--- src/hdl/mlcq_pkg.sv ---
// ----------------------------------------------------------------------------
// mlcq_pkg
// Shared types and constants for the multi-lane chunk queue.
// ----------------------------------------------------------------------------
package mlcq_pkg;

    localparam int ADDR_W = 32;
    localparam int LEN_W  = 24;
    localparam int TOT_W  = 30;
    localparam int CMD_W  = 3;
    localparam int LANE_W = 3;
    localparam int STAT_W = 2;
    localparam int CFG_W  = 7;

    localparam logic [TOT_W-1:0] TOTAL_MAX     = '1;
    localparam logic [CFG_W-1:0] POOL_USED_RST = 7'd64;

    typedef enum logic [CMD_W-1:0] {
        CMD_GET   = 3'd0,
        CMD_PUT   = 3'd1,
        CMD_UNGET = 3'd2,
        CMD_PEEK  = 3'd3,
        CMD_COUNT = 3'd4,
        CMD_CLEAR = 3'd5
    } cmd_t;

    typedef enum logic [STAT_W-1:0] {
        ST_OK         = 2'd0,
        ST_BAD_LANE   = 2'd1,
        ST_POOL_EMPTY = 2'd2
    } status_t;

    typedef enum logic {
        REG_JOIN_MODE = 1'b0,
        REG_POOL_USED = 1'b1
    } reg_idx_t;

    // Phase commands from the controller to the datapath
    typedef struct packed {
        logic load;
        logic rd1;
        logic ev1;
        logic rdf;
        logic evf;
        logic wrt;
        logic finish;
    } ctl_t;

    // Status from the datapath to the controller
    typedef struct packed {
        logic alloc;
        logic link_tail;
        logic out_free;
    } stat_t;

endpackage

--- src/hdl/mlcq_ctrl.sv ---
// ----------------------------------------------------------------------------
// mlcq_ctrl
// Command sequencer: steps each item through read, evaluate, allocate and
// link phases, and hands the result to the output register.
// ----------------------------------------------------------------------------
module mlcq_ctrl (
    input  logic           clk,
    input  logic           rst_n,
    input  logic           in_valid,
    output logic           in_ready,
    input  mlcq_pkg::stat_t st,
    output mlcq_pkg::ctl_t  ctl
);

    typedef enum logic [2:0] {
        S_IDLE,
        S_RD1,
        S_EV1,
        S_RDF,
        S_EVF,
        S_WRT,
        S_DONE
    } state_t;

    state_t state_reg, state_next;
    logic   in_ready_reg;

    always_comb
    begin
        state_next = state_reg;
        unique case (state_reg)
            S_IDLE: if (in_valid) state_next = S_RD1;
            S_RD1:  state_next = S_EV1;
            S_EV1:  state_next = st.alloc ? S_RDF : S_DONE;
            S_RDF:  state_next = S_EVF;
            S_EVF:  state_next = st.link_tail ? S_WRT : S_DONE;
            S_WRT:  state_next = S_DONE;
            S_DONE: if (st.out_free) state_next = S_IDLE;
            default: state_next = S_IDLE;
        endcase
    end

    always_ff @(posedge clk or negedge rst_n)
    begin
        if (!rst_n)
        begin
            state_reg    <= S_IDLE;
            in_ready_reg <= 1'b1;
        end
        else
        begin
            state_reg    <= state_next;
            in_ready_reg <= (state_next == S_IDLE);
        end
    end

    assign in_ready   = in_ready_reg;
    assign ctl.load   = in_valid && in_ready_reg;
    assign ctl.rd1    = (state_reg == S_RD1);
    assign ctl.ev1    = (state_reg == S_EV1);
    assign ctl.rdf    = (state_reg == S_RDF);
    assign ctl.evf    = (state_reg == S_EVF);
    assign ctl.wrt    = (state_reg == S_WRT);
    assign ctl.finish = (state_reg == S_DONE) && st.out_free;

    a_phase_onehot: assert property (@(posedge clk) disable iff (!rst_n)
        $onehot0(ctl))
        else $error("more than one phase active");

    a_load_then_read: assert property (@(posedge clk) disable iff (!rst_n)
        ctl.load |=> ctl.rd1)
        else $error("accepted item not followed by read phase");

    a_alloc_seq: assert property (@(posedge clk) disable iff (!rst_n)
        ctl.rdf |=> ctl.evf)
        else $error("free read not followed by allocation");

endmodule

--- config.mk ---
export PLATFORM = sky130hd
export DESIGN_NAME = mlcq_ctrl
export DESIGN_NICKNAME = d
export VERILOG_FILES = /design/src/hdl/mlcq_pkg.sv /design/src/hdl/mlcq_ctrl.sv
export SDC_FILE = /design/constraint.sdc
export NUM_CORES = 1
export LEC_CHECK = 0
export BUFFER_PORTS_ARGS = -buffer_cell sky130_fd_sc_hd__clkbuf_2
export CAP_MARGIN = 0
export CORE_AREA = 8 8 45 47
export CTS_CLUSTER_DIAMETER = 100
export CTS_CLUSTER_SIZE = 16
export DETAILED_ROUTE_END_ITERATION = 10
export DIE_AREA = 0 0 53 55
export PLACE_DENSITY_LB_ADDON = 0.05
export SLEW_MARGIN = 10
export SYNTH_ARGS = -nofsm -noshare
export SYNTH_HDL_FRONTEND = slang
export SYNTH_SLANG_ARGS = --single-unit
--- constraint.sdc ---
create_clock -name clk -period 1.1 [get_ports clk]
set_input_delay 0.22 -clock clk [delete_from_list [all_inputs] [get_ports clk]]
set_output_delay 0.22 -clock clk [all_outputs]
set_load 0.01 [all_outputs]
==> results of run 1 <==
-- logic make-up after synthesis --
group,count (synthesis),synth area share (%)
buffers and inverters,4,8.041
and+or+nand+nor,14,30.65
AOI/OAI and AO/OA,8,20.60
DFF,4,40.70
-- cell usage after synthesis --
cell type	number
dfrtp_1	3
a211oi_1	3
nor2_1	1
or4_1	1
nor3b_1	2
a21o_2	1
buf_2	1
dfstp_2	1
a21oi_1	1
nand2_1	4
nor3_1	2
and3_1	1
buf_4	1
inv_1	2
nor2b_1	2
and2_1	1
o21ai_0	3
-- where the power goes --
group / internal, mW / total (mW) / switching, mW / leakage [nW]
logic: 0.590 / 1.06 / 0.473 / 0.196
registers: 0.236 / 0.338 / 0.102 / 0.0440
clock network: 0.137 / 0.206 / 0.0691 / 0.0150
total: 0.962 / 1.61 / 0.644 / 0.255
-- repair_timing --
item,CTS,global route
endpoints found under the hold margin,4,0
pin swaps,2,5
setup endpoints to repair,9,12
hold buffers,1,0
resized for setup,9,30
setup buffers,4,1
-- final timing paths --
| check | startpoint | end | slack, ns | cells after the start |
|---|---|---|---|---|
| worst max-delay path | state_reg[1] | ctl[5] | -0.23 | 3 |
| worst min-delay path | st[2] | state_reg[0] | 0.21 | 3 |
| worst max register to register | state_reg[0] | state_reg[1] | -0.11 | 5 |
| worst min register to register | state_reg[1] | in_ready | 0.57 | 2 |
| max in group asynchronous | rst_n | in_ready | 0.56 | 2 |
| min in group asynchronous | rst_n | state_reg[2] | 0.32 | 2 |
-- metrics by stage --
stage | TNS (ns) | worst slack (ns)
2_1_floorplan | 0 | 0.004840
3_3_place_gp | -0.1079 | -0.03056
3_5_place_dp | -0.1401 | -0.04436
4_1_cts | -1.727 | -0.2502
5_1_grt | -2.103 | -0.2791
6_report | -1.538 | -0.2309
-- critical path, stage by stage, from the launching register on --
cell     delay (ns)
dfrtp_1        0.39
buf_4          0.17
nor3b_2        0.16
buf_2          0.15
-- routing by layer --
layer,share of wire [%],up-vias
li1,-,157
met1,38,141
met2,43,16
met3,11,6
met4,8.0,0
met5,0,-
-- layout make-up --
cell class | instances | area (um2)
repair buffers | 24 | 187.7
flip-flops and latches | 4 | 103.9
clock buffers | 4 | 26.28
fillers | 152 | 835.8
multi-input cells | 22 | 200.2
inverters | 2 | 10.01
well taps | 16 | 20.02
==> impl_metrics.json, run 1 <==
{
  "outcome": "finished with violations",
  "violations": "setup timing",
  "dp.cells": 62,
  "criticalPathCategory": "reg -> out",
  "ys_top_cells_by_area": "dfrtp_1, dfstp_2, a211oi_1, o21ai_0, nand2_1",
  "drc": 0,
  "vias_per_cell": 4.444,
  "fin_area_um2": 548.0,
  "syn_area_per_cell_um2": 8.300,
  "synth.yosys.seq_area_share_pct": 40.70,
  "post-synth-top-area-cell": "dfrtp_1",
  "vias": 320,
  "die_w_um": 53,
  "ios": 14,
  "grt_pass1_vias": 345,
  "globalRoute.busiestLayer": "met4",
  "final_cell_mix": "buf_6, clkbuf_2, buf_2, buf_4",
  "relSlewSlack_pct": 86.46,
  "grt_max_degree": 9,
  "hold_ws_ns": 0.2132,
  "dp_hpwl_um": 625.1,
  "start_util_pct": 17.99,
  "critPathArrivalTime_ns": 1.11,
  "mostFrequentLayoutCell": "buf_6",
  "synth.cell_area_um2": 249.0,
  "grt_pass1_wl_um": 1414,
  "synth-seq-cells": 4,
  "drt_wl_total_um": 976,
  "max_freq_mhz": 751.4,
  "rows": 14,
  "rsz0062_at_grt": "yes",
  "wl_per_cell_um": 13.56,
  "yosys_warnings": 0,
  "start_kind": "flip-flop",
  "core_area_mm2": 0.001384,
  "overflow": 0,
  "cts.sinks": 4,
  "synth_cells": 30,
  "drive_gt1_share_pct": 78.57,
  "cts-root-buf": "clkbuf_4",
  "drt-initial-drc-count": 1,
  "cts_tree": "done",
  "first_pass_iters": 3,
  "grt_util_met1_pct": 7.317,
  "ir_drop_uv": 926.5,
  "syn-num-nets": 36,
  "hp-class": "in -> reg",
  "skew_ns": 0.01010,
  "report.final.slew_viol_count": 0,
  "use_met3_pct": 4.278,
  "cap_violations": 0,
  "largest_register_ffs": 3,
  "n_antenna_cell": 0,
  "max_slew.worst_pin.slew_ns": 0.2028,
  "postPlaceCellArea_um2": 359.1,
  "power.density_mw_per_mm2": 2932,
  "cts.path.max_buffers": 2,
  "final_hold_viol_count": 0,
  "clock_latency_ns": 0.24,
  "area_growth_syn_to_layout_pct": 120.1,
  "crit_path_max_fanout": 4,
  "gp_congestion": 0.7309,
  "fp.dieH_um": 55,
  "end_kind": "output port",
  "met2_usage_pct": 8.203,
  "stdcell_count": 72,
  "post-route-util_pct": 39.60,
  "final_nets": 63,
  "io_buffer_count": 13,
  "period_minus_slack_ns": 1.331,
  "cts.htree.levels": 1,
  "required_ns": 0.88,
  "setup_viol": 10,
  "track_usage_pct": 7.768,
  "total_power_mw": 1.607,
  "post-route-period-util_pct": 121.0,
  "yosysTopAreaCellShare_pct": 30.15,
  "antenna_found_initial": 0,
  "cts.reportedPaths.clkPinSlew_ns": 0.04,
  "ys_types": 17,
  "power_leakage_nw": 0.2555,
  "cts_buffers": 3,
  "timing.final.ws_setup_ns": -0.2309,
  "die-area_mm2": 0.002915,
  "drtAntennaViolNets": 0
}
No activity file was read; power rests on OpenSTA's default activity.
==> run 2, diff against run 1 <==
--- a/config.mk
+++ b/config.mk
@@ -13,6 +13,7 @@
 export DETAILED_ROUTE_END_ITERATION = 10
 export DIE_AREA = 0 0 53 55
 export PLACE_DENSITY_LB_ADDON = 0.05
+export REMOVE_ABC_BUFFERS = 1
 export SLEW_MARGIN = 10
 export SYNTH_ARGS = -nofsm -noshare
 export SYNTH_HDL_FRONTEND = slang
==> impl_metrics.json, run 2 (synthesis results as in run 1) <==
{
  "largest_register_ffs": 3,
  "violations": "setup timing",
  "cts.htree.levels": 1,
  "mostFrequentLayoutCell": "buf_4",
  "drc": 0,
  "drtAntennaViolNets": 0,
  "rr_worst_depth": 3,
  "max_freq_mhz": 754.7,
  "crit_slowest_cell": "dfrtp_1",
  "swShare_pct": 38.91,
  "cts.reportedPaths.clkPinSlew_ns": 0.04,
  "hp-class": "in -> reg",
  "cap_violations": 0,
  "crit_path_max_fanout": 7,
  "die_w_um": 53,
  "final_nets": 64,
  "fill_cells": 153,
  "antenna_found_initial": 0,
  "cts.path.max_buffers": 2,
  "skew_ns": 0.0002865,
  "multiInputGateArea_um2": 156.4,
  "area_growth_syn_to_layout_pct": 94.47,
  "clkPwrFrac_pct": 14.9,
  "io_buffer_count": 13,
  "track_usage_pct": 6.027,
  "wl_per_cell_um": 11.84,
  "power_leakage_nw": 0.2386,
  "dp_slack_ns": -0.05417,
  "vias_per_cell": 4.315,
  "vias": 315,
  "start_util_pct": 17.99,
  "power_frac_comb_pct": 58.7,
  "critPathArrivalTime_ns": 1.11,
  "drive_gt1_share_pct": 68.42,
  "cp_cell_sequence": "inv_2 > and3_4 > clkbuf_2",
  "outcome": "finished with violations",
  "gp_congestion": 0.6716,
  "final_cell_mix": "buf_4, clkbuf_2",
  "intPower_mw": 0.8573,
  "ios": 14,
  "core_area_mm2": 0.001384,
  "reg2reg_to": "in_ready",
  "grt_max_degree": 12,
  "setup-tns-final_ns": -1.645,
  "final_hold_viol_count": 0,
  "required_ns": 0.88,
  "fp.dieH_um": 55,
  "ir_drop_uv": 867.2,
  "min_to": "state_reg[0]",
  "clock_latency_ns": 0.24,
  "seqCellArea_um2": 103.9,
  "die-area_mm2": 0.002915,
  "relSlewSlack_pct": 79.71,
  "dp_hpwl_um": 605.7,
  "period_minus_slack_ns": 1.325,
  "n_antenna_cell": 0,
  "p_sw_mw": 0.5462,
  "setup_viol": 9,
  "r2r_slack_ns": -0.19,
  "cts_tree": "done",
  "cts.sinks": 4,
  "grt_pass1_wl_um": 1276,
  "min_path_cells": 3,
  "cts-root-buf": "clkbuf_4",
  "drt-initial-drc-count": 4,
  "rsz0062_at_grt": "yes",
  "timing.final.ws_setup_ns": -0.2251,
  "hold_path_startpoint": "st[2]",
  "total_power_mw": 1.404,
  "start_kind": "flip-flop",
  "r2r_start": "state_reg[1]",
  "drt_wl_total_um": 864,
  "rows": 14,
  "overflow": 0,
  "criticalPathCategory": "reg -> out",
  "end_kind": "output port",
  "first_pass_iters": 2,
  "max_stage_delay_ns": 0.41,
  "grt_pass1_vias": 322,
  "post-route-period-util_pct": 120.5,
  "report.final.slew_viol_count": 0,
  "p_seq_share_pct": 26.5,
  "cts_buffers": 3,
  "power.density_mw_per_mm2": 2899,
  "post-route-util_pct": 34.99,
  "max_slew.worst_pin.slew_ns": 0.3025
}
## run 2: cell count changes in the layout (fill, tap and decap cells not counted), sizes merged
cell	previous run	this run
clkbuf	9	12
buf	18	16
## run 2: how the worst max path moves through the flow
stage,startpoint,slack (ns),end,cells past startpoint
floorplan,state_reg[1],-0.02,in_ready,2
global placement,state_reg[2],-0.07,ctl[4],4
detailed placement,state_reg[1],-0.05,in_ready,2
CTS,state_reg[2],-0.23,ctl[5],3
global route,state_reg[2],-0.29,ctl[5],3
finish,state_reg[2],-0.23,ctl[3],3
## run 2: power by group through the flow
stage | logic, mW | registers, mW | clock network, mW
after global routing | 0.890 | 0.389 | 0.222
after detailed placement | 0.620 | 0.344 | 0
final | 0.823 | 0.372 | 0.209
after floorplan | 0.255 | 0.341 | 0
after global placement | 0.630 | 0.341 | 0
after CTS | 0.761 | 0.355 | 0.212
## run 2: stage by stage
| step | hold slack (ns) | std cells | instance area [um2] |
|---|---|---|---|
| floorplan | -0.07559 | 28 | 236.5 |
| global placement | 0.03722 | 64 | 374.1 |
| detailed placement | 0.03343 | 64 | 374.1 |
| CTS | 0.2298 | 73 | 455.4 |
| global route | 0.2457 | 73 | 484.2 |
| finish | 0.2360 | 73 | 484.2 |
## run 2: final cells by class
class / count / share of cell area [%]
timing repair buffer: 25 / 35.14
multi-input combinational: 22 / 32.30
clock buffer: 4 / 5.426
sequential: 4 / 21.45
tap: 16 / 4.134
inverter: 2 / 1.550
## run 2: worst max-delay path, delay by kind of cell (launching register included)
family	cells	cell delay, ns
and+or+nand+nor	1	0.19
buffers and inverters	2	0.27
DFF	1	0.41
## run 2: per-layer routing
layer	vias up	share of wire [%]	track usage (%)
met1	141	44	6.585
li1	158	-	-
met5	-	0	0
met2	14	47	9.375
met3	2	5.9	1.070
met4	0	2.2	6.466
## run 2: repair_timing
action,in CTS,in global routing
cloned,0,0
pin swaps,4,1
resized for setup,7,12
hold buffers,1,0
setup buffers,4,0
endpoints found under the setup margin,9,11
endpoints found under the hold margin,4,0
==> run 3, diff against run 2 <==
--- a/config.mk
+++ b/config.mk
@@ -13,6 +13,7 @@
 export DETAILED_ROUTE_END_ITERATION = 10
 export DIE_AREA = 0 0 53 55
 export PLACE_DENSITY_LB_ADDON = 0.05
+export RECOVER_POWER = 25
 export REMOVE_ABC_BUFFERS = 1
 export SLEW_MARGIN = 10
 export SYNTH_ARGS = -nofsm -noshare
==> impl_metrics.json, run 3 (synthesis results as in run 1) <==
{
  "cts.sinks": 4,
  "crit_slowest_cell": "dfrtp_1",
  "fp.dieH_um": 55,
  "dp.cells": 64,
  "overflow": 0,
  "ir_drop_uv": 867.2,
  "grt_pass1_vias": 322,
  "cap_violations": 0,
  "setup_viol": 9,
  "drive_gt1_share_pct": 66.67,
  "criticalPathCategory": "reg -> out",
  "outcome": "finished with violations",
  "fin_area_um2": 483.0,
  "die_w_um": 53,
  "hold_path_startpoint": "st[2]",
  "rows": 14,
  "track_usage_pct": 6.027,
  "stdcell_count": 73,
  "rr_worst_depth": 3,
  "dp_slack_ns": -0.05417,
  "r2r_slack_ns": -0.19,
  "cp_cell_sequence": "inv_2 > and3_4 > clkbuf_2",
  "cts.path.max_buffers": 2,
  "hp-class": "in -> reg",
  "cts_tree": "done",
  "antenna_found_initial": 0,
  "vias_per_cell": 4.315,
  "rsz0062_at_grt": "yes",
  "r2r_start": "state_reg[1]",
  "power_leakage_nw": 0.2357,
  "grt_pass1_wl_um": 1276,
  "dp_hpwl_um": 605.7,
  "min_path_cells": 3,
  "post-route-period-util_pct": 120.6,
  "end_kind": "output port",
  "total_power_mw": 1.403,
  "wl_per_cell_um": 11.82,
  "cts.htree.levels": 1,
  "relSlewSlack_pct": 79.71,
  "drt_wl_total_um": 863,
  "cts-root-buf": "clkbuf_4",
  "n_antenna_cell": 0,
  "gp_congestion": 0.6716,
  "final_cell_mix": "buf_4, clkbuf_2",
  "ios": 14,
  "grt_max_degree": 12,
  "postPlaceCellArea_um2": 374.1,
  "report.final.slew_viol_count": 0,
  "skew_ns": 0.0002825,
  "largest_register_ffs": 3,
  "first_pass_iters": 2,
  "violations": "setup timing",
  "required_ns": 0.88,
  "post-route-util_pct": 34.90,
  "final_hold_viol_count": 0,
  "start_util_pct": 17.99,
  "final_nets": 64,
  "area_growth_syn_to_layout_pct": 93.97,
  "power.density_mw_per_mm2": 2906,
  "crit_path_max_fanout": 7,
  "clock_latency_ns": 0.24,
  "critPathArrivalTime_ns": 1.11,
  "timing.final.ws_setup_ns": -0.2265,
  "cts_buffers": 3,
  "min_to": "state_reg[0]",
  "die-area_mm2": 0.002915,
  "max_stage_delay_ns": 0.41,
  "cts.reportedPaths.clkPinSlew_ns": 0.04,
  "start_kind": "flip-flop",
  "drc": 0,
  "max_freq_mhz": 753.9,
  "vias": 315,
  "core_area_mm2": 0.001384,
  "max_slew.worst_pin.slew_ns": 0.3025,
  "io_buffer_count": 13,
  "period_minus_slack_ns": 1.327,
  "drt-initial-drc-count": 4,
  "reg2reg_to": "in_ready",
  "mostFrequentLayoutCell": "buf_4",
  "drtAntennaViolNets": 0
}
[run 3: cell counts in the layout (fill, tap and decap cells not counted)]
No cell type changed its count.
[run 3: repair_timing]
action | 4_1_cts | 5_1_grt
pin swaps | 4 | 1
hold buffers | 1 | 0
buffers inserted | 4 | 0
setup endpoints to repair | 9 | 11
hold endpoints to repair | 4 | 0
resized for setup | 7 | 12
[run 3: worst max-delay path by stage]
stage / slack (ns) / from / endpoint / depth (start not counted)
4_1_cts: -0.23 / state_reg[2] / ctl[5] / 3
5_1_grt: -0.29 / state_reg[2] / ctl[5] / 3
6_report: -0.23 / state_reg[2] / ctl[3] / 3
2_1_floorplan: -0.02 / state_reg[1] / in_ready / 2
3_5_place_dp: -0.05 / state_reg[1] / in_ready / 2
3_3_place_gp: -0.07 / state_reg[2] / ctl[4] / 4
[run 3: power breakdown]
part,internal [mW],switching [mW],total [mW]
sequential,0.235,0.136,0.372
clock,0.137,0.0718,0.209
combinational,0.484,0.338,0.823
[run 3: per-stage QoR]
| stage | hold WS (ns) | TNS (ns) |
|---|---|---|
| after floorplan | -0.07559 | -0.01596 |
| after global placement | 0.03722 | -0.2176 |
| after detailed placement | 0.03343 | -0.1415 |
| after CTS | 0.2298 | -1.620 |
| after global routing | 0.2457 | -2.112 |
| final | 0.2360 | -1.649 |
[run 3: final cells by class]
type | count | area (um2)
Inverter | 2 | 7.507
Timing Repair Buffer | 25 | 168.9
Multi-Input combinational cell | 22 | 156.4
Clock buffer | 4 | 26.28
Sequential cell | 4 | 103.9
Tap cell | 16 | 20.02
Fill cell | 153 | 900.9
[run 3: metal layers]
metal	GRT usage, %	routed length (um)
met1	6.585	383
met2	9.375	408
met3	1.070	51
met4	6.466	19
met5	0	0
[run 3: critical path: cells and delay by family, from the launching register on]
family | cells | cell delay (ns)
buffers and inverters | 2 | 0.27
and+or+nand+nor | 1 | 0.19
DFF | 1 | 0.41
